--- config.mk ---
export PLATFORM = sky130hd
export DESIGN_NAME = battery_level_monitor
export DESIGN_NICKNAME = d
export VERILOG_FILES = /design/src/design/blm_pkg.sv /design/src/design/blm_sample.sv /design/src/design/blm_avg.sv /design/src/design/blm_flags.sv /design/src/design/battery_level_monitor.sv
export SDC_FILE = /design/constraint.sdc
export NUM_CORES = 1
export LEC_CHECK = 0
export BUFFER_PORTS_ARGS = -buffer_cell sky130_fd_sc_hd__buf_2
export CAP_MARGIN = 40
export CORE_UTILIZATION = 25
export CTS_BUF_LIST = sky130_fd_sc_hd__clkbuf_8
export DETAILED_ROUTE_END_ITERATION = 12
export PLACE_DENSITY = 0.5
export SETUP_SLACK_MARGIN = 0.3
export SLEW_MARGIN = 25
export SYNTH_ARGS = -nofsm -noshare
export SYNTH_HDL_FRONTEND = slang
export SYNTH_SLANG_ARGS = --single-unit
--- constraint.sdc ---
create_clock -name i_clk -period 10.3 [get_ports i_clk]
set_input_delay 1.03 -clock i_clk [delete_from_list [all_inputs] [get_ports i_clk]]
set_output_delay 1.03 -clock i_clk [all_outputs]
set_load 0.02 [all_outputs]
--- src/design/blm_pkg.sv ---
// ----------------------------------------------------------------------------
// blm_pkg
// Shared widths, register indexes, reset values and stage types for the
// battery level monitor.
// ----------------------------------------------------------------------------
package blm_pkg;

    // field widths
    localparam int SAMPLE_W = 12;
    localparam int MV_W     = 13;
    localparam int LEVEL_W  = 9;
    localparam int HYST_W   = 8;
    localparam int SUM_W    = 19;
    localparam int CFG_AW   = 3;

    // window reciprocal: floor(x / n) == (x * ceil(2^25 / n)) >> 25 for x < 2^19, n <= 64
    localparam int RECIP_SH = 25;
    localparam int RECIP_W  = RECIP_SH + 1;

    // level divide by ten: floor(x / 10) == (x * 52429) >> 19 for x < 2^18
    localparam int LVL_RECIP_W = 16;
    localparam logic [LVL_RECIP_W-1:0] LVL_RECIP = 16'd52429;
    localparam int LVL_SH = 19;

    localparam logic [MV_W-1:0] OFFSET_MV = 13'd5;

    // configuration register indexes
    localparam logic [CFG_AW-1:0] CFG_MIN_LEVEL  = 3'd0;
    localparam logic [CFG_AW-1:0] CFG_MAX_LEVEL  = 3'd1;
    localparam logic [CFG_AW-1:0] CFG_LOW_PROMPT = 3'd2;
    localparam logic [CFG_AW-1:0] CFG_HYSTERESIS = 3'd3;
    localparam logic [CFG_AW-1:0] CFG_IR_PROTECT = 3'd4;
    localparam logic [CFG_AW-1:0] CFG_BLE_PROTECT = 3'd5;

    // configuration reset values
    localparam logic [MV_W-1:0]   RST_MIN_LEVEL  = 13'd2000;
    localparam logic [MV_W-1:0]   RST_MAX_LEVEL  = 13'd3000;
    localparam logic [MV_W-1:0]   RST_LOW_PROMPT = 13'd2400;
    localparam logic [HYST_W-1:0] RST_HYSTERESIS = 8'd50;
    localparam logic [MV_W-1:0]   RST_IR_PROTECT = 13'd2200;
    localparam logic [MV_W-1:0]   RST_BLE_PROTECT = 13'd2100;

    localparam int DEF_WINDOW_SAMPLES = 8;

    // thresholds used by the flag stage
    typedef struct packed {
        logic [MV_W-1:0]   low_prompt;
        logic [HYST_W-1:0] hysteresis;
        logic [MV_W-1:0]   ir_protect;
        logic [MV_W-1:0]   ble_protect;
    } t_thresh;

    // beat leaving the accumulator stage
    typedef struct packed {
        logic [MV_W-1:0]    measured;
        logic [LEVEL_W-1:0] level;
        logic               win;
        logic [SUM_W-1:0]   sum;
    } t_acc_item;

    // beat leaving the averaging stage
    typedef struct packed {
        logic [MV_W-1:0]    measured;
        logic [LEVEL_W-1:0] level;
        logic               win;
        logic [MV_W-1:0]    avg;
    } t_avg_item;

endpackage

--- src/design/blm_sample.sv ---
// ----------------------------------------------------------------------------
// blm_sample
// Input register, running sum and window count, and per-sample level.
// ----------------------------------------------------------------------------
module blm_sample import blm_pkg::*; #(
    parameter int WINDOW_SAMPLES = DEF_WINDOW_SAMPLES
) (
    input  logic                i_clk,
    input  logic                i_rst_n,
    input  logic                i_valid,
    output logic                o_ready,
    input  logic [SAMPLE_W-1:0] i_sample,
    input  logic                i_skip,
    input  logic [MV_W-1:0]     i_min_level,
    input  logic [MV_W-1:0]     i_max_level,
    output logic                o_valid,
    input  logic                i_ready,
    output t_acc_item           o_item
);

    localparam int CNT_W = $clog2(WINDOW_SAMPLES + 1);
    localparam logic [CNT_W-1:0] WIN_LAST = CNT_W'(WINDOW_SAMPLES - 1);

    logic                r_v1;
    logic [SAMPLE_W-1:0] r_sample;
    logic                r_skip;
    logic                r_v2;
    t_acc_item           r_item;

    logic [CNT_W-1:0]   r_count;
    logic [SUM_W-1:0]   r_sum;
    logic [MV_W-1:0]    r_held_measured;
    logic [LEVEL_W-1:0] r_held_level;

    logic               w_rdy1;
    logic               w_rdy2;
    logic               w_take;
    logic [MV_W-1:0]    w_meas;
    logic [MV_W-1:0]    w_lo;
    logic [MV_W-1:0]    w_clamp;
    logic [MV_W-1:0]    w_diff;
    logic [MV_W+LVL_RECIP_W-1:0] w_prod;
    logic [LEVEL_W-1:0] w_level;
    logic [SUM_W-1:0]   w_sum;
    logic               w_win;

    // handshake
    assign w_rdy2  = !r_v2 || i_ready;
    assign w_rdy1  = !r_v1 || w_rdy2;
    assign o_ready = w_rdy1;
    assign w_take  = r_v1 && w_rdy2 && !r_skip;

    // measured voltage, clamp and level
    assign w_meas  = MV_W'(r_sample) + OFFSET_MV;
    assign w_lo    = (w_meas < i_min_level) ? i_min_level : w_meas;
    assign w_clamp = (w_lo > i_max_level) ? i_max_level : w_lo;
    assign w_diff  = w_clamp - i_min_level;
    assign w_prod  = w_diff * LVL_RECIP;
    assign w_level = (w_clamp < i_min_level) ? '0 : w_prod[LVL_SH +: LEVEL_W];

    // accumulate and window end
    assign w_sum = r_sum + SUM_W'(w_meas);
    assign w_win = (r_count == WIN_LAST);

    // input register
    always_ff @(posedge i_clk) begin
        if (!i_rst_n) begin
            r_v1 <= 1'b0;
        end else if (w_rdy1) begin
            r_v1 <= i_valid;
        end
        if (w_rdy1) begin
            r_sample <= i_sample;
            r_skip   <= i_skip;
        end
    end

    // accumulator state
    always_ff @(posedge i_clk) begin
        if (!i_rst_n) begin
            r_count         <= '0;
            r_sum           <= '0;
            r_held_measured <= '0;
            r_held_level    <= '0;
        end else if (w_take) begin
            r_held_measured <= w_meas;
            r_held_level    <= w_level;
            if (w_win) begin
                r_count <= '0;
                r_sum   <= '0;
            end else begin
                r_count <= r_count + 1'b1;
                r_sum   <= w_sum;
            end
        end
    end

    // stage register toward the averaging stage
    always_ff @(posedge i_clk) begin
        if (!i_rst_n) begin
            r_v2 <= 1'b0;
        end else if (w_rdy2) begin
            r_v2 <= r_v1;
        end
        if (w_rdy2) begin
            if (r_skip) begin
                r_item.measured <= r_held_measured;
                r_item.level    <= r_held_level;
                r_item.win      <= 1'b0;
            end else begin
                r_item.measured <= w_meas;
                r_item.level    <= w_level;
                r_item.win      <= w_win;
            end
            r_item.sum <= w_sum;
        end
    end

    assign o_valid = r_v2;
    assign o_item  = r_item;

endmodule

--- src/design/blm_avg.sv ---
// ----------------------------------------------------------------------------
// blm_avg
// Window average by multiplication with the window reciprocal.
// ----------------------------------------------------------------------------
module blm_avg import blm_pkg::*; #(
    parameter int WINDOW_SAMPLES = DEF_WINDOW_SAMPLES
) (
    input  logic      i_clk,
    input  logic      i_rst_n,
    input  logic      i_valid,
    output logic      o_ready,
    input  t_acc_item i_item,
    output logic      o_valid,
    input  logic      i_ready,
    output t_avg_item o_item
);

    localparam longint unsigned RECIP_FULL =
        ((64'd1 << RECIP_SH) + WINDOW_SAMPLES - 1) / WINDOW_SAMPLES;
    localparam logic [RECIP_W-1:0] RECIP = RECIP_FULL[RECIP_W-1:0];

    logic                      r_valid;
    t_avg_item                 r_item;
    logic                      w_rdy;
    logic [SUM_W+RECIP_W-1:0]  w_prod;

    assign w_rdy   = !r_valid || i_ready;
    assign o_ready = w_rdy;
    assign w_prod  = i_item.sum * RECIP;

    // average register
    always_ff @(posedge i_clk) begin
        if (!i_rst_n) begin
            r_valid <= 1'b0;
        end else if (w_rdy) begin
            r_valid <= i_valid;
        end
        if (w_rdy) begin
            r_item.measured <= i_item.measured;
            r_item.level    <= i_item.level;
            r_item.win      <= i_item.win;
            r_item.avg      <= w_prod[RECIP_SH +: MV_W];
        end
    end

    assign o_valid = r_valid;
    assign o_item  = r_item;

endmodule

--- src/design/blm_flags.sv ---
// ----------------------------------------------------------------------------
// blm_flags
// Threshold flags with low battery hysteresis, and the output register.
// ----------------------------------------------------------------------------
module blm_flags import blm_pkg::*; (
    input  logic               i_clk,
    input  logic               i_rst_n,
    input  logic               i_valid,
    output logic               o_ready,
    input  t_avg_item          i_item,
    input  t_thresh            i_thresh,
    output logic               o_valid,
    input  logic               i_ready,
    output logic [MV_W-1:0]    o_measured,
    output logic [LEVEL_W-1:0] o_level,
    output logic               o_low,
    output logic               o_ir,
    output logic               o_ble
);

    logic               r_low_flag;
    logic               r_ir_flag;
    logic               r_ble_flag;
    logic               r_valid;
    logic [MV_W-1:0]    r_measured;
    logic [LEVEL_W-1:0] r_level;
    logic               r_low;
    logic               r_ir;
    logic               r_ble;

    logic               w_rdy;
    logic [MV_W:0]      w_release;
    logic               n_low_flag;
    logic               n_ir_flag;
    logic               n_ble_flag;

    assign w_rdy   = !r_valid || i_ready;
    assign o_ready = w_rdy;

    // flag update at window end
    assign w_release = {1'b0, i_thresh.low_prompt} + (MV_W+1)'(i_thresh.hysteresis);
    always_comb begin
        n_low_flag = r_low_flag;
        n_ir_flag  = r_ir_flag;
        n_ble_flag = r_ble_flag;
        if (i_item.win) begin
            if (i_item.avg <= i_thresh.low_prompt) begin
                n_low_flag = 1'b1;
            end else if ({1'b0, i_item.avg} > w_release) begin
                n_low_flag = 1'b0;
            end
            n_ir_flag  = (i_item.avg <= i_thresh.ir_protect);
            n_ble_flag = (i_item.avg <= i_thresh.ble_protect);
        end
    end

    // flag state
    always_ff @(posedge i_clk) begin
        if (!i_rst_n) begin
            r_low_flag <= 1'b0;
            r_ir_flag  <= 1'b0;
            r_ble_flag <= 1'b0;
        end else if (i_valid && w_rdy) begin
            r_low_flag <= n_low_flag;
            r_ir_flag  <= n_ir_flag;
            r_ble_flag <= n_ble_flag;
        end
    end

    // output register
    always_ff @(posedge i_clk) begin
        if (!i_rst_n) begin
            r_valid <= 1'b0;
        end else if (w_rdy) begin
            r_valid <= i_valid;
        end
        if (w_rdy) begin
            r_measured <= i_item.measured;
            r_level    <= i_item.level;
            r_low      <= n_low_flag;
            r_ir       <= n_ir_flag;
            r_ble      <= n_ble_flag;
        end
    end

    assign o_valid    = r_valid;
    assign o_measured = r_measured;
    assign o_level    = r_level;
    assign o_low      = r_low;
    assign o_ir       = r_ir;
    assign o_ble      = r_ble;

endmodule

--- src/design/battery_level_monitor.sv ---
// ----------------------------------------------------------------------------
// battery_level_monitor
// Battery reading monitor: per-sample level, windowed average and
// threshold flags with hysteresis on the low battery warning.
//
// Input stream: one beat per converter reading, tdata holds sample_mv and
// tuser the skip flag. A skipped beat leaves all state alone and repeats
// the last outputs. Output stream: one beat per input beat, in order, with
// measured_mv and level in tdata and the three flags in tuser.
// Path from input beat to output beat: input register, accumulator stage,
// reciprocal multiply, flag stage with output register. Throughput is one
// beat per cycle while the receiver is ready; every stage has its own valid
// bit, so bubbles close up and a new beat is taken while a result waits.
// When the receiver stalls, beats pile up in the stages and tready falls
// only once all of them are full.
// Synchronous active-low reset clears the stages, the sum, the count, the
// held values and the flags, and loads the register defaults.
// Registers are written through a plain write port with no wait.
// ----------------------------------------------------------------------------
module battery_level_monitor import blm_pkg::*; #(
    parameter int WINDOW_SAMPLES = DEF_WINDOW_SAMPLES
) (
    input  logic              i_clk,
    input  logic              i_rst_n,
    // input stream
    input  logic              i_s_axis_tvalid,
    output logic              o_s_axis_tready,
    input  logic [15:0]       i_s_axis_tdata,   // [11:0] sample_mv
    input  logic              i_s_axis_tuser,   // [0] skip
    // output stream
    output logic              o_m_axis_tvalid,
    input  logic              i_m_axis_tready,
    output logic [23:0]       o_m_axis_tdata,   // [12:0] measured_mv, [21:13] level
    output logic [2:0]        o_m_axis_tuser,   // [0] low_battery, [1] ir_protect,
                                                // [2] ble_protect
    // register write port
    input  logic              i_cfg_we,
    input  logic [CFG_AW-1:0] i_cfg_addr,
    input  logic [MV_W-1:0]   i_cfg_wdata
);

    logic [MV_W-1:0]    r_min_level;
    logic [MV_W-1:0]    r_max_level;
    t_thresh            r_thresh;

    logic               w_acc_valid;
    logic               w_acc_ready;
    t_acc_item          w_acc_item;
    logic               w_avg_valid;
    logic               w_avg_ready;
    t_avg_item          w_avg_item;
    logic [MV_W-1:0]    w_measured;
    logic [LEVEL_W-1:0] w_level;
    logic               w_low;
    logic               w_ir;
    logic               w_ble;

    // configuration registers
    always_ff @(posedge i_clk) begin
        if (!i_rst_n) begin
            r_min_level          <= RST_MIN_LEVEL;
            r_max_level          <= RST_MAX_LEVEL;
            r_thresh.low_prompt  <= RST_LOW_PROMPT;
            r_thresh.hysteresis  <= RST_HYSTERESIS;
            r_thresh.ir_protect  <= RST_IR_PROTECT;
            r_thresh.ble_protect <= RST_BLE_PROTECT;
        end else if (i_cfg_we) begin
            case (i_cfg_addr)
                CFG_MIN_LEVEL:   r_min_level          <= i_cfg_wdata;
                CFG_MAX_LEVEL:   r_max_level          <= i_cfg_wdata;
                CFG_LOW_PROMPT:  r_thresh.low_prompt  <= i_cfg_wdata;
                CFG_HYSTERESIS:  r_thresh.hysteresis  <= i_cfg_wdata[HYST_W-1:0];
                CFG_IR_PROTECT:  r_thresh.ir_protect  <= i_cfg_wdata;
                CFG_BLE_PROTECT: r_thresh.ble_protect <= i_cfg_wdata;
                default: begin
                end
            endcase
        end
    end

    // accumulator and level
    blm_sample #(
        .WINDOW_SAMPLES(WINDOW_SAMPLES)
    ) u_sample (
        .i_clk       (i_clk),
        .i_rst_n     (i_rst_n),
        .i_valid     (i_s_axis_tvalid),
        .o_ready     (o_s_axis_tready),
        .i_sample    (i_s_axis_tdata[SAMPLE_W-1:0]),
        .i_skip      (i_s_axis_tuser),
        .i_min_level (r_min_level),
        .i_max_level (r_max_level),
        .o_valid     (w_acc_valid),
        .i_ready     (w_acc_ready),
        .o_item      (w_acc_item)
    );

    // window average
    blm_avg #(
        .WINDOW_SAMPLES(WINDOW_SAMPLES)
    ) u_avg (
        .i_clk   (i_clk),
        .i_rst_n (i_rst_n),
        .i_valid (w_acc_valid),
        .o_ready (w_acc_ready),
        .i_item  (w_acc_item),
        .o_valid (w_avg_valid),
        .i_ready (w_avg_ready),
        .o_item  (w_avg_item)
    );

    // flags and output register
    blm_flags u_flags (
        .i_clk      (i_clk),
        .i_rst_n    (i_rst_n),
        .i_valid    (w_avg_valid),
        .o_ready    (w_avg_ready),
        .i_item     (w_avg_item),
        .i_thresh   (r_thresh),
        .o_valid    (o_m_axis_tvalid),
        .i_ready    (i_m_axis_tready),
        .o_measured (w_measured),
        .o_level    (w_level),
        .o_low      (w_low),
        .o_ir       (w_ir),
        .o_ble      (w_ble)
    );

    // output beat packing
    assign o_m_axis_tdata = {2'b00, w_level, w_measured};
    assign o_m_axis_tuser = {w_ble, w_ir, w_low};

endmodule
# Word-level counts from Yosys, hierarchy flattened
# Cells that the tools add are included.
# totals
inputBits	38
reg_bits	238
output_inout_bits	29
rom_bits	0
mem_bits_rw	0
latchBits	0
n_memories	0
# classes
order_cmp	7
add_sub_neg	5
div	0
bitwise_logic	0
n_reduce_logical	19
shift	0
n_eq_ne	6
mul	1
mux	11
# op_table
operator	n
13-bit <= comparator	3
13-bit by 16-bit multiplier with 28-bit output (second input constant)	1
13-bit less-than comparator	2
13-bit two-way mux	2
23-bit two-way mux	1
19-bit by 13-bit adder with 19-bit output	1
19-bit two-way mux	1
13-bit by 8-bit adder with 14-bit output	1
13-bit by 14-bit > comparator with 1-bit output	1
12-bit by 3-bit adder with 13-bit output (second input constant)	1
13-bit > comparator	1
13-bit subtractor	1
2-bit AND reduction	6
9-bit two-way mux	1
3-bit by 2-bit == test with 1-bit output (second input constant)	2
3-bit == test (second input constant)	2
1-bit zero test	5
1-bit two-way mux	5
4-bit by 1-bit adder with 4-bit output (second input constant)	1
4-bit by 3-bit == test with 1-bit output (second input constant)	1
1-bit logical OR	4
4-bit two-way mux	1
3-bit by 1-bit == test with 1-bit output (second input constant)	1
1-bit logical AND	3
3-bit zero test	1

# Depth between registers and ports, before layout
# Gate-level depths: netlist of run 1.
# depth
ltp_word	9
mapped_depth	51
ltp_nobuf	49

# Hierarchy
# A second synthesis of run 1 with hierarchy kept.
# unflattened
cells_unflattened	1504
hier_area_um2	15611.2
# modules_own_cells
mod	area_each_um2	cells_each	n_inst
blm_sample	8999.9	917	1
battery_level_monitor	2862.7	277	1
blm_flags	2618.8	270	1
blm_avg	1129.8	40	1

# Least setup slack after synthesis of run 1
# Ideal clock, no wire load.
# synth_timing
path_type	flip-flop to flip-flop
from	reg u_sample.r_sample[0]
to	reg u_sample.r_item, in the netlist u_sample.o_item[28], data pin
path_stages_with_launch	50
setup_ps	260
slack_ps	-1060
t_required_ps	10040
arrival_ps	11100
path_cell_list	edfxtp_1 -> ha_1 -> o2111a_1 -> and2_1 -> nand4_1 -> xnor2_1 -> ha_1 -> a21o_1 -> a21o_1 -> a21o_1 -> nor4_1 -> nor2_1 -> clkbuf_1 -> mux2i_1 -> ha_1 -> nor2b_1 -> o21a_1 -> o21ai_0 -> [14 not listed] -> nand4_1 -> xor2_1 -> fa_1 -> fa_1 -> inv_1 -> fa_1 -> fa_1 -> inv_1 -> ha_1 -> a21o_1 -> a2111oi_4 -> a21oi_2 -> or4b_4 -> a31oi_4 -> or4_1 -> a31o_1 -> a21oi_1 -> mux2_2
# synth_via
elab_chain_len	9
word_cells_on_any_way	10
classes_between	add/sub (2); mul (1); order compare (3); mux (4)
# synth_lines
element	line	rtl
from (decl)	blm_sample.sv:25	logic [SAMPLE_W-1:0] r_sample;
from (signal assigned)	blm_sample.sv:73	r_sample <= i_sample;
12-bit by 3-bit adder with 13-bit output (*)	blm_sample.sv:54	assign w_meas = MV_W'(r_sample) + OFFSET_MV;
named net u_sample.w_meas[10]	blm_sample.sv:38	logic [MV_W-1:0] w_meas;
13-bit less-than comparator	blm_sample.sv:55	assign w_lo = (w_meas < i_min_level) ? i_min_level : w_meas;
13-bit two-way mux (*)	blm_sample.sv:55	
13-bit > comparator	blm_sample.sv:56	assign w_clamp = (w_lo > i_max_level) ? i_max_level : w_lo;
13-bit two-way mux (*)	blm_sample.sv:56	
13-bit subtractor	blm_sample.sv:57	assign w_diff = w_clamp - i_min_level;
13-bit by 16-bit multiplier with 28-bit output	blm_sample.sv:58	assign w_prod = w_diff * LVL_RECIP;
9-bit two-way mux (*)	blm_sample.sv:59	assign w_level = (w_clamp < i_min_level) ? '0 : w_prod[LVL_SH +: LEVEL_W];
23-bit two-way mux (*)	blm_sample.sv:106	if (r_skip) begin
to (decl)	blm_sample.sv:28	t_acc_item r_item;
# Mark *: on every way through the listed nets, which the timed path passes. The rest lies on a longest branch.
# A chain may end at the register's enable or synchronous reset.

# Worst setup path in the final report of run 1
# layout_timing
from	reg u_sample.r_sample[1]
to	reg u_sample.r_item, in the netlist u_sample.o_item[28], data pin
# The elaborated chain is that of the path after synthesis.

==> impl_metrics.sql, run 1 <==
INSERT INTO impl_metrics (metric_group, metric, value, unit) VALUES
('run_status', 'run_status', 'finished, violations left', ''),
('run_status', 'failing_checks', 'negative setup slack', ''),
('clocking', 'cts.path.max_buffers', '3', ''),
('worst_setup_path', 'path_max_fanout', '5', ''),
('detailed_routing', 'route.antenna.remaining_nets', '0', ''),
('worst_setup_path', 'critical_path_class', 'reg -> reg', ''),
('global_route', 'grt_util_all_layers', '0.129', ''),
('sta', 'max_freq', '90.2', 'MHz'),
('layout', 'syn_to_final_growth', '24.2', '%'),
('worst_setup_path', 'timing.critical_path.slowest_cell_delay', '0.61', 'ns'),
('worst_setup_path', 'critical_path.endpoint_type', 'flip-flop', ''),
('global_route', 'grt_antenna_before_repair', '4', ''),
('die', 'rows', '88', ''),
('place', 'dp.final_hpwl', '29.0', 'mm'),
('detailed_routing', 'drc_errors', '0', ''),
('clocking', 'clock_latency', '0.59', 'ns'),
('clocking', 'tritoncts', 'done', ''),
('global_route', 'grt_pass1_vias', '11300', ''),
('sta', 'setup_viol', '17', ''),
('logic_synthesis', 'async_flop_share', '0', ''),
('logic_synthesis', 'ys_ff_latch', '232', ''),
('die', 'initial_utilization', '0.253', ''),
('detailed_routing', 'first_pass_iters', '4', ''),
('logic_synthesis', 'synth_cell_types', '72', ''),
('sta', 'totalNegativeSetupSlack', '-10.17', 'ns'),
('worst_setup_path', 'critPathSlowestCell', 'sky130_fd_sc_hd__fa_2', ''),
('detailed_routing', 'routed_wire_length_per_instance', '15.1', 'um'),
('worst_setup_path', 'cp_num_buf_inv', '5', ''),
('logic_synthesis', 'post_synthesis_average_cell_area', '9.86', 'sq um'),
('worst_setup_path', 'rr_startpoint', 'u_sample.r_sample[1]', ''),
('sta', 'slew_headroom', '0.469', ''),
('worst_setup_path', 'type_of_origin_of_the_critical_path', 'flip-flop', ''),
('min_path', 'min_from', 'u_avg.o_item[26]', ''),
('logic_synthesis', 'synth_area_leaders', 'sky130_fd_sc_hd__edfxtp_1, sky130_fd_sc_hd__dfxtp_1, sky130_fd_sc_hd__ha_1, sky130_fd_sc_hd__fa_1, sky130_fd_sc_hd__inv_1', ''),
('min_path', 'whs_path_depth', '0', ''),
('sta', 'skew', '0.0237', 'ns'),
('die', 'num_io_pins', '67', ''),
('place', 'port-buffer-count', '60', ''),
('layout', 'fillerInstances', '6091', ''),
('die', 'design.die.area', '59400', 'sq um'),
('detailed_routing', 'vias', '11100', ''),
('global_route', 'first_pass_grt_wire_length', '60.3', 'mm'),
('worst_setup_path', 'timing.reg2reg.worst_path_depth', '48', ''),
('worst_setup_path', 'critical-path-top-cell-by-count', 'sky130_fd_sc_hd__a21o_1', ''),
('worst_setup_path', 'critical_path.startpoint', 'u_sample.r_sample[1]', ''),
('job', 'timing.max_cap.violations', '0', ''),
('worst_setup_path', 'terminus_of_the_critical_flop_to_flop_path', 'u_sample.o_item[28]', ''),
('clocking', 'clkSlewWorstSetupHoldPaths', '0.06', 'ns'),
('clocking', 'ctsRootBufferMaster', 'sky130_fd_sc_hd__clkbuf_8', ''),
('clocking', 'numCtsBuffers', '43', ''),
('clocking', 'cts.sinks', '232', ''),
('die', 'die_height', '244', 'um'),
('worst_setup_path', 'kind_of_cell_adding_the_most_delay_to_the_critical_path', 'compound AO/OA/AOI/OAI gates', ''),
('layout', 'final_cell_mix', 'sky130_fd_sc_hd__inv_1, sky130_fd_sc_hd__nand2_1, sky130_fd_sc_hd__ha_1, sky130_fd_sc_hd__buf_4, sky130_fd_sc_hd__dfxtp_1', ''),
('clocking', 'cts_htree_levels', '2', ''),
('logic_synthesis', 'synthesis.yosys.warnings', '0', ''),
('layout', 'layout.cells.most_common', 'sky130_fd_sc_hd__inv_1', ''),
('place', 'routabilityCongestion', '0.833', ''),
('sta', 'final_max_slew_viol_count', '0', ''),
('logic_synthesis', 'post-synth-top-area-cell', 'sky130_fd_sc_hd__edfxtp_1', ''),
('die', 'core_area', '57700', 'sq um'),
('layout', 'design.final.nets', '1989', ''),
('worst_setup_path', 'ff2ff_setup_slack', '-0.79', 'ns'),
('logic_synthesis', 'syn-instance-count', '1482', ''),
('detailed_routing', 'sum_of_routed_wire_length_over_all_layers', '38.0', 'mm'),
('sta', 'final.setup.worst_slack', '-0.787', 'ns'),
('min_path', 'hold_end', 'u_flags.o_measured[3]', ''),
('logic_synthesis', 'synth_top_area_frac', '0.226', ''),
('logic_synthesis', 'total_standard_cell_area_after_synthesis', '14600', 'sq um'),
('logic_synthesis', 'synth-seq-area-share', '0.393', ''),
('sta', 'grt_setup_unrepaired', 'yes', '');
[flip-flops by register name, summed over array words and instances, names as in the netlist, 9 cells and up]
register,cells
u_sample.o_item,36
u_flags.o_level,9
u_avg.o_item,36
u_sample.r_sum,16
u_sample.r_held_measured,13
u_flags.o_measured,13
u_sample.r_sample,12
u_sample.r_held_level,9
r_thresh,47
r_min_level,13
r_max_level,13
[cells in the mapped netlist, types with 14 or more instances]
cell and instances:
sky130_fd_sc_hd__a21oi_1 111, sky130_fd_sc_hd__edfxtp_1 110, sky130_fd_sc_hd__xnor2_1 38, sky130_fd_sc_hd__o211ai_1 32, sky130_fd_sc_hd__fa_1 50, sky130_fd_sc_hd__clkbuf_1 36, sky130_fd_sc_hd__nand2_1 181, sky130_fd_sc_hd__nor2b_1 17
sky130_fd_sc_hd__mux2_2 35, sky130_fd_sc_hd__ha_1 191, sky130_fd_sc_hd__xor2_1 19, sky130_fd_sc_hd__o21ai_0 36, sky130_fd_sc_hd__nand3_1 29, sky130_fd_sc_hd__inv_1 186, sky130_fd_sc_hd__nor3_1 24, sky130_fd_sc_hd__a21o_1 19
sky130_fd_sc_hd__nor2_1 79, sky130_fd_sc_hd__dfxtp_1 122, sky130_fd_sc_hd__o21a_1 14, sky130_fd_sc_hd__nand4_1 18
[through the flow]
| stage | hold WS, ns | cells | area [sq um] | utilization | setup WS [ns] |
|---|---|---|---|---|---|
| after global routing | 0.419 | 2509 | 18100 | 0.315 | -1.31 |
| final | 0.415 | 2509 | 18100 | 0.315 | -0.787 |
| after global placement | 0.405 | 2410 | 16900 | 0.293 | -0.802 |
| after CTS | 0.416 | 2494 | 17900 | 0.311 | -0.608 |
| after detailed placement | 0.405 | 2412 | 16900 | 0.294 | -0.881 |
| after floorplan | 0.400 | 1483 | 14700 | - | -0.574 |
[worst max path at each step]
stage / cells past startpoint / endpoint / slack (ns)
after detailed placement: 46 / u_sample.o_item[23] / -0.88
after global routing: 48 / u_sample.r_held_level[8] / -1.31
after CTS: 47 / u_sample.o_item[28] / -0.61
after floorplan: 49 / u_sample.o_item[28] / -0.57
after global placement: 47 / u_sample.o_item[23] / -0.80
final: 48 / u_sample.o_item[28] / -0.79
[metal layers]
metal  vias up  wire length, um  share of wire  track usage
li1       5603                -              -            -
met1      5298            16400           0.43        0.152
met2       164            18900           0.50        0.228
met3        74             1260          0.033       0.0212
met4         0             1430          0.038       0.0581
met5         -                0              0            0
[repair_timing]
item                                    in CTS  in global routing
endpoints found under the setup margin      18                 18
resized for setup                           35                 26
hold buffers                                 0                  0
pin swaps                                   27                 53
buffers inserted                             6                 12
[logic make-up after synthesis]
logic type	synth area share
AO/OA/AOI/OAI	0.123
XOR/XNOR	0.0342
adder cells (fa/ha/maj)	0.232
buffers and inverters	0.0608
flip-flops	0.393
multiplexers	0.0311
other	0.000257
AND/OR/NAND/NOR	0.125
[cell type report]
| cell class | instances | area (sq um) | area share |
|---|---|---|---|
| Tap cell | 765 | 957 | 0.0527 |
| Timing Repair Buffer | 226 | 1570 | 0.0865 |
| Multi-Input combinational cell | 1020 | 8360 | 0.461 |
| Clock inverter | 27 | 129 | 0.00710 |
| Antenna cell | 3 | 7.51 | 0.000414 |
| Sequential cell | 232 | 5750 | 0.317 |
| Clock buffer | 49 | 674 | 0.0372 |
| Inverter | 187 | 702 | 0.0387 |
Power of run 1 is not shown: default switching activity piles up to over one toggle a cycle in this logic, so the estimate is an artifact.
==> run 2: changes to the inputs <==
--- a/config.mk
+++ b/config.mk
@@ -7,10 +7,12 @@
 export LEC_CHECK = 0
 export BUFFER_PORTS_ARGS = -buffer_cell sky130_fd_sc_hd__buf_2
 export CAP_MARGIN = 40
+export CELL_PAD_IN_SITES_DETAIL_PLACEMENT = 1
+export CELL_PAD_IN_SITES_GLOBAL_PLACEMENT = 1
 export CORE_UTILIZATION = 25
 export CTS_BUF_LIST = sky130_fd_sc_hd__clkbuf_8
 export DETAILED_ROUTE_END_ITERATION = 12
-export PLACE_DENSITY = 0.5
+export PLACE_DENSITY = 0.57
 export SETUP_SLACK_MARGIN = 0.3
 export SLEW_MARGIN = 25
 export SYNTH_ARGS = -nofsm -noshare
==> impl_metrics.sql, run 2 (synthesis gave the netlist of run 1 again) <==
INSERT INTO impl_metrics (metric_group, metric, value, unit) VALUES
('worst_setup_path', 'rr_startpoint', 'u_sample.r_sample[1]', ''),
('detailed_routing', 'dr_iter_0_viols', '375', ''),
('layout', 'layout.cells.most_common', 'sky130_fd_sc_hd__inv_1', ''),
('sta', 'period_minus_slack', '11.01', 'ns'),
('detailed_routing', 'route.antenna.remaining_nets', '0', ''),
('die', 'fp.dieW', '244', 'um'),
('clocking', 'clkSlewWorstSetupHoldPaths', '0.06', 'ns'),
('die', 'core_area', '57700', 'sq um'),
('global_route', 'grtUsageMet2', '0.261', ''),
('clocking', 'clock_latency', '0.61', 'ns'),
('sta', 'skew', '0.0257', 'ns'),
('layout', 'design.final.nets', '1980', ''),
('clocking', 'numCtsBuffers', '42', ''),
('layout', 'final_cell_area', '18200', 'sq um'),
('clocking', 'ctsRootBufferMaster', 'sky130_fd_sc_hd__clkbuf_8', ''),
('clocking', 'cts.path.max_buffers', '3', ''),
('worst_setup_path', 'critPathSlowestCell', 'sky130_fd_sc_hd__fa_2', ''),
('global_route', 'first_pass_grt_wire_length', '66.5', 'mm'),
('sta', 'setup_viol', '16', ''),
('global_route', 'grt_max_degree', '68', ''),
('clocking', 'cts_htree_levels', '2', ''),
('run_status', 'run_status', 'finished, violations left', ''),
('detailed_routing', 'first_pass_iters', '4', ''),
('detailed_routing', 'drt-vias-per-instance', '4.50', ''),
('worst_setup_path', 'critical_path.endpoint_type', 'flip-flop', ''),
('layout', 'drive_above_1_share', '0.228', ''),
('worst_setup_path', 'timing.critical_path.slowest_cell_delay', '0.57', 'ns'),
('global_route', 'overflow', '0', ''),
('clocking', 'tritoncts', 'done', ''),
('worst_setup_path', 'ff2ff_setup_slack', '-0.71', 'ns'),
('layout', 'fillerInstances', '6689', ''),
('detailed_routing', 'vias', '11300', ''),
('die', 'design.die.area', '59400', 'sq um'),
('run_status', 'failing_checks', 'negative setup slack', ''),
('worst_setup_path', 'critical_path_class', 'reg -> reg', ''),
('detailed_routing', 'routed_wire_length_per_instance', '16.6', 'um'),
('min_path', 'min_path_type', 'reg -> reg', ''),
('global_route', 'grt_antenna_before_repair', '3', ''),
('job', 'timing.max_cap.violations', '0', ''),
('sta', 'final.period_utilization', '1.07', ''),
('sta', 'final.setup.worst_slack', '-0.713', 'ns'),
('die', 'initial_utilization', '0.253', ''),
('layout', 'registers.top_by_ff_count', 'r_thresh', ''),
('global_route', 'grt_util_all_layers', '0.143', ''),
('sta', 'final_max_slew_viol_count', '0', ''),
('layout', 'syn_to_final_growth', '24.6', '%'),
('place', 'dp.final_hpwl', '32.2', 'mm'),
('sta', 'timing_hold_violations_final', '0', ''),
('worst_setup_path', 'type_of_origin_of_the_critical_path', 'flip-flop', ''),
('worst_setup_path', 'path_max_fanout', '5', ''),
('worst_setup_path', 'worst_ep_arrival_time', '11.37', 'ns'),
('sta', 'max_freq', '90.8', 'MHz'),
('sta', 'slew_headroom', '0.455', ''),
('die', 'die_height', '244', 'um'),
('worst_setup_path', 'critical_path.startpoint', 'u_sample.r_sample[1]', ''),
('global_route', 'top_usage_layer', 'met2', ''),
('sta', 'worst-slew-pin-transition', '0.817', 'ns'),
('layout', 'final_cell_mix', 'sky130_fd_sc_hd__inv_1, sky130_fd_sc_hd__nand2_1, sky130_fd_sc_hd__ha_1, sky130_fd_sc_hd__buf_4, sky130_fd_sc_hd__dfxtp_1', ''),
('global_route', 'grt_use_met3', '0.0199', ''),
('place', 'routabilityCongestion', '0.823', ''),
('worst_setup_path', 'critical-path-top-cell-by-count', 'sky130_fd_sc_hd__a21o_1', ''),
('worst_setup_path', 'required', '10.66', 'ns'),
('clocking', 'cts.sinks', '232', ''),
('place', 'port-buffer-count', '60', ''),
('min_path', 'min_from', 'u_sample.o_item[14]', ''),
('detailed_routing', 'sum_of_routed_wire_length_over_all_layers', '41.6', 'mm'),
('detailed_routing', 'drc_errors', '0', ''),
('die', 'rows', '88', ''),
('die', 'num_io_pins', '67', ''),
('global_route', 'globalRouteMet1Util', '0.171', ''),
('sta', 'grt_setup_unrepaired', 'yes', ''),
('layout', 'largest_reg_flops', '47', ''),
('global_route', 'grt_pass1_vias', '12200', ''),
('place', 'area_of_placed_instances', '16900', 'sq um');
[run 2: changes by cell type in the layout (fill, tap and decap cells not counted), sizes merged]
cell,change
clkinvlp,-2
bufinv,+4
clkinv,+2
clkbuf,+3
inv,-5
buf,-8
[run 2: worst paths after layout]
kind,to,cells after the start
setup / recovery,u_sample.o_item[28],47
hold / removal,u_avg.o_item[11],0
setup reg to reg,u_sample.o_item[28],47
hold reg to reg,u_avg.o_item[11],0
[run 2: final cells by class]
cell class,instances,area (sq um),area share
clock inverter,26,233,0.0128
clock buffer,52,716,0.0393
antenna,3,7.51,0.000413
timing repair buffer,218,1500,0.0823
inverter,187,702,0.0386
sequential,232,5750,0.316
tap,765,957,0.0526
multi-input combinational,1020,8340,0.458
[run 2: timing repair]
item                                    in CTS  in global routing
hold buffers                                 0                  0
pin swaps                                   33                 20
buffers inserted                             5                  3
endpoints found under the setup margin      18                 18
cloned                                       0                  0
gates resized for setup                     34                 22
[run 2: stage by stage]
| step | utilization | hold slack [ns] | cells | setup slack (ns) | TNS [ns] |
|---|---|---|---|---|---|
| 3_5_place_dp | 0.293 | 0.405 | 2414 | -0.993 | -13.79 |
| 5_1_grt | 0.315 | 0.409 | 2503 | -1.18 | -17.07 |
| 2_1_floorplan | - | 0.400 | 1483 | -0.574 | -4.49 |
| 6_report | 0.315 | 0.406 | 2503 | -0.713 | -8.31 |
| 3_3_place_gp | 0.293 | 0.403 | 2414 | -0.720 | -9.31 |
| 4_1_cts | 0.314 | 0.411 | 2497 | -0.715 | -8.73 |
[run 2: worst max-delay path: cells and delay by family, from the launching register on]
family | cells | cell delay (ns)
AO/OA/AOI/OAI | 19 | 3.53
adder cells (fa/ha/maj) | 9 | 3.23
AND/OR/NAND/NOR | 11 | 2.21
multiplexers | 3 | 0.82
flip-flops | 1 | 0.36
XOR/XNOR | 2 | 0.36
buffers and inverters | 3 | 0.29
[run 2: layer usage]
metal,share of wire,wire (um)
met1,0.44,18200
met5,0,0
met2,0.51,21400
met4,0.022,931
met3,0.027,1120
Power of run 2 is left out for the same reason.
==> run 3: changes to the inputs <==
--- a/config.mk
+++ b/config.mk
@@ -9,10 +9,10 @@
 export CAP_MARGIN = 40
 export CELL_PAD_IN_SITES_DETAIL_PLACEMENT = 1
 export CELL_PAD_IN_SITES_GLOBAL_PLACEMENT = 1
-export CORE_UTILIZATION = 25
+export CORE_UTILIZATION = 46
 export CTS_BUF_LIST = sky130_fd_sc_hd__clkbuf_8
 export DETAILED_ROUTE_END_ITERATION = 12
-export PLACE_DENSITY = 0.57
+export PLACE_DENSITY = 0.88
 export SETUP_SLACK_MARGIN = 0.3
 export SLEW_MARGIN = 25
 export SYNTH_ARGS = -nofsm -noshare
==> impl_metrics.sql, run 3 (synthesis gave the netlist of run 1 again) <==
INSERT INTO impl_metrics (metric_group, metric, value, unit) VALUES
('run_status', 'run_status', 'finished, violations left', ''),
('run_status', 'failing_checks', 'negative setup slack', ''),
('clocking', 'cts.path.max_buffers', '3', ''),
('layout', 'design.final.nets', '1980', ''),
('worst_setup_path', 'critical-path-top-cell-by-count', 'sky130_fd_sc_hd__a21o_1', ''),
('min_path', 'min_path_type', 'reg -> reg', ''),
('worst_setup_path', 'terminus_of_the_critical_flop_to_flop_path', 'u_sample.r_held_level[8]', ''),
('global_route', 'grt_max_degree', '48', ''),
('sta', 'grt_setup_unrepaired', 'yes', ''),
('detailed_routing', 'vias', '13000', ''),
('worst_setup_path', 'critPathSlowestCell', 'sky130_fd_sc_hd__fa_2', ''),
('worst_setup_path', 'rr_startpoint', 'u_sample.r_sample[0]', ''),
('layout', 'antenna_cells_inserted', '0', ''),
('die', 'num_io_pins', '67', ''),
('worst_setup_path', 'worst_ep_arrival_time', '12.66', 'ns'),
('die', 'fp.dieW', '180', 'um'),
('global_route', 'first_pass_grt_wire_length', '82.0', 'mm'),
('min_path', 'min_from', 'u_sample.o_item[38]', ''),
('clocking', 'tritoncts', 'done', ''),
('die', 'design.die.area', '32500', 'sq um'),
('sta', 'timing_hold_violations_final', '0', ''),
('global_route', 'grt_pass1_vias', '14500', ''),
('sta', 'period_minus_slack', '12.16', 'ns'),
('die', 'rows', '64', ''),
('place', 'dp.final_hpwl', '33.7', 'mm'),
('clocking', 'postCtsHoldBufs', '0', ''),
('worst_setup_path', 'type_of_origin_of_the_critical_path', 'flip-flop', ''),
('layout', 'final_cell_area', '17900', 'sq um'),
('layout', 'final_cell_mix', 'sky130_fd_sc_hd__inv_1, sky130_fd_sc_hd__nand2_1, sky130_fd_sc_hd__ha_1, sky130_fd_sc_hd__buf_4, sky130_fd_sc_hd__dfxtp_1', ''),
('job', 'timing.max_cap.violations', '0', ''),
('sta', 'final_max_slew_viol_count', '0', ''),
('global_route', 'overflow', '0', ''),
('sta', 'max_freq', '82.2', 'MHz'),
('clocking', 'clock_latency', '0.58', 'ns'),
('clocking', 'cts_htree_levels', '2', ''),
('sta', 'final.setup.worst_slack', '-1.86', 'ns'),
('min_path', 'hold_end', 'u_avg.o_item[32]', ''),
('clocking', 'ctsRootBufferMaster', 'sky130_fd_sc_hd__clkbuf_8', ''),
('sta', 'slew_headroom', '0.413', ''),
('detailed_routing', 'drt-vias-per-instance', '6.13', ''),
('detailed_routing', 'route.antenna.remaining_nets', '0', ''),
('clocking', 'numCtsBuffers', '40', ''),
('worst_setup_path', 'required', '10.80', 'ns'),
('sta', 'worst-slew-pin-transition', '0.881', 'ns'),
('detailed_routing', 'sum_of_routed_wire_length_over_all_layers', '56.3', 'mm'),
('clocking', 'cts.sinks', '232', ''),
('global_route', 'grt_antenna_before_repair', '2', ''),
('place', 'port-buffer-count', '60', ''),
('worst_setup_path', 'timing.reg2reg.worst_path_depth', '50', ''),
('die', 'core_area', '30900', 'sq um'),
('worst_setup_path', 'timing.critical_path.slowest_cell_delay', '0.62', 'ns'),
('detailed_routing', 'drc_errors', '0', ''),
('min_path', 'whs_path_depth', '0', ''),
('sta', 'final.period_utilization', '1.18', ''),
('detailed_routing', 'first_pass_iters', '7', ''),
('layout', 'drive_above_1_share', '0.242', ''),
('layout', 'layout.cells.most_common', 'sky130_fd_sc_hd__inv_1', ''),
('global_route', 'grt_util_all_layers', '0.330', ''),
('sta', 'setup_viol', '18', ''),
('layout', 'registers.top_by_ff_count', 'r_thresh', ''),
('place', 'area_of_placed_instances', '16300', 'sq um'),
('layout', 'syn_to_final_growth', '22.8', '%'),
('worst_setup_path', 'critical_path.endpoint_type', 'flip-flop', ''),
('layout', 'largest_reg_flops', '47', ''),
('worst_setup_path', 'path_max_fanout', '4', ''),
('detailed_routing', 'routed_wire_length_per_instance', '26.5', 'um'),
('die', 'die_height', '180', 'um'),
('place', 'routabilityCongestion', '0.897', ''),
('worst_setup_path', 'ff2ff_setup_slack', '-1.86', 'ns'),
('clocking', 'clkSlewWorstSetupHoldPaths', '0.06', 'ns'),
('layout', 'post-route-util', '0.580', ''),
('sta', 'skew', '0.0502', 'ns'),
('worst_setup_path', 'critical_path_class', 'reg -> reg', ''),
('detailed_routing', 'dr_iter_0_viols', '1040', ''),
('die', 'initial_utilization', '0.473', '');
-- run 3: cell count changes in the layout (fill, tap and decap cells not counted), sizes merged --
cell      previous run  this run
clkbuf              52        43
clkinv               8        11
clkinvlp             0         3
inv                201       199
diode                3         0
buf                218       220
-- run 3: layout make-up --
cell class                 instances  area, sq um
clock buffer                      43          592
clock inverter                    30          240
fill                            3403        13000
inverter                         187          702
multi-input combinational       1020         8620
sequential                       232         5750
tap                              396          495
timing repair buffer             220         1540
-- run 3: metrics by stage --
step / setup WS, ns / std cells / hold WS (ns) / TNS (ns)
final: -1.86 / 2128 / 0.416 / -27.77
after global routing: -2.01 / 2128 / 0.420 / -30.94
after CTS: -0.873 / 2120 / 0.411 / -11.90
after detailed placement: -1.44 / 2024 / 0.405 / -19.61
after global placement: -0.566 / 2023 / 0.402 / -6.83
after floorplan: -0.574 / 1483 / 0.400 / -4.49
-- run 3: timing repair --
action                                  in CTS  in global routing
endpoints found under the setup margin      18                 18
pin swaps                                   54                 20
setup buffers                               23                  8
gates resized for setup                     65                 41
-- run 3: routing by layer --
layer  track usage  share of wire
met1         0.322           0.34
met2         0.595           0.50
met3        0.0715          0.066
met4         0.279          0.098
met5             0        0.00048
-- run 3: critical path: cells and delay by family (launching register included) --
kind                     cells  cell delay, ns
AO/OA/AOI/OAI               19            3.96
XOR/XNOR                     2            0.52
adder cells (fa/ha/maj)     11            3.88
buffers and inverters        5            0.75
flip-flops                   1            0.36
multiplexers                 2            0.62
AND/OR/NAND/NOR             11            1.94
-- run 3: worst max path at each step --
stage	from	endpoint	slack, ns	cells past startpoint
global route	u_sample.r_sample[1]	u_sample.r_held_level[8]	-2.01	49
CTS	u_sample.r_sample[1]	u_sample.o_item[28]	-0.87	47
global placement	u_sample.r_sample[0]	u_sample.r_held_level[3]	-0.57	47
detailed placement	u_sample.r_sample[1]	u_sample.r_held_level[3]	-1.44	48
floorplan	u_sample.r_sample[0]	u_sample.o_item[28]	-0.57	49
finish	u_sample.r_sample[0]	u_sample.r_held_level[8]	-1.86	50
Power of run 3 is left out for the same reason.
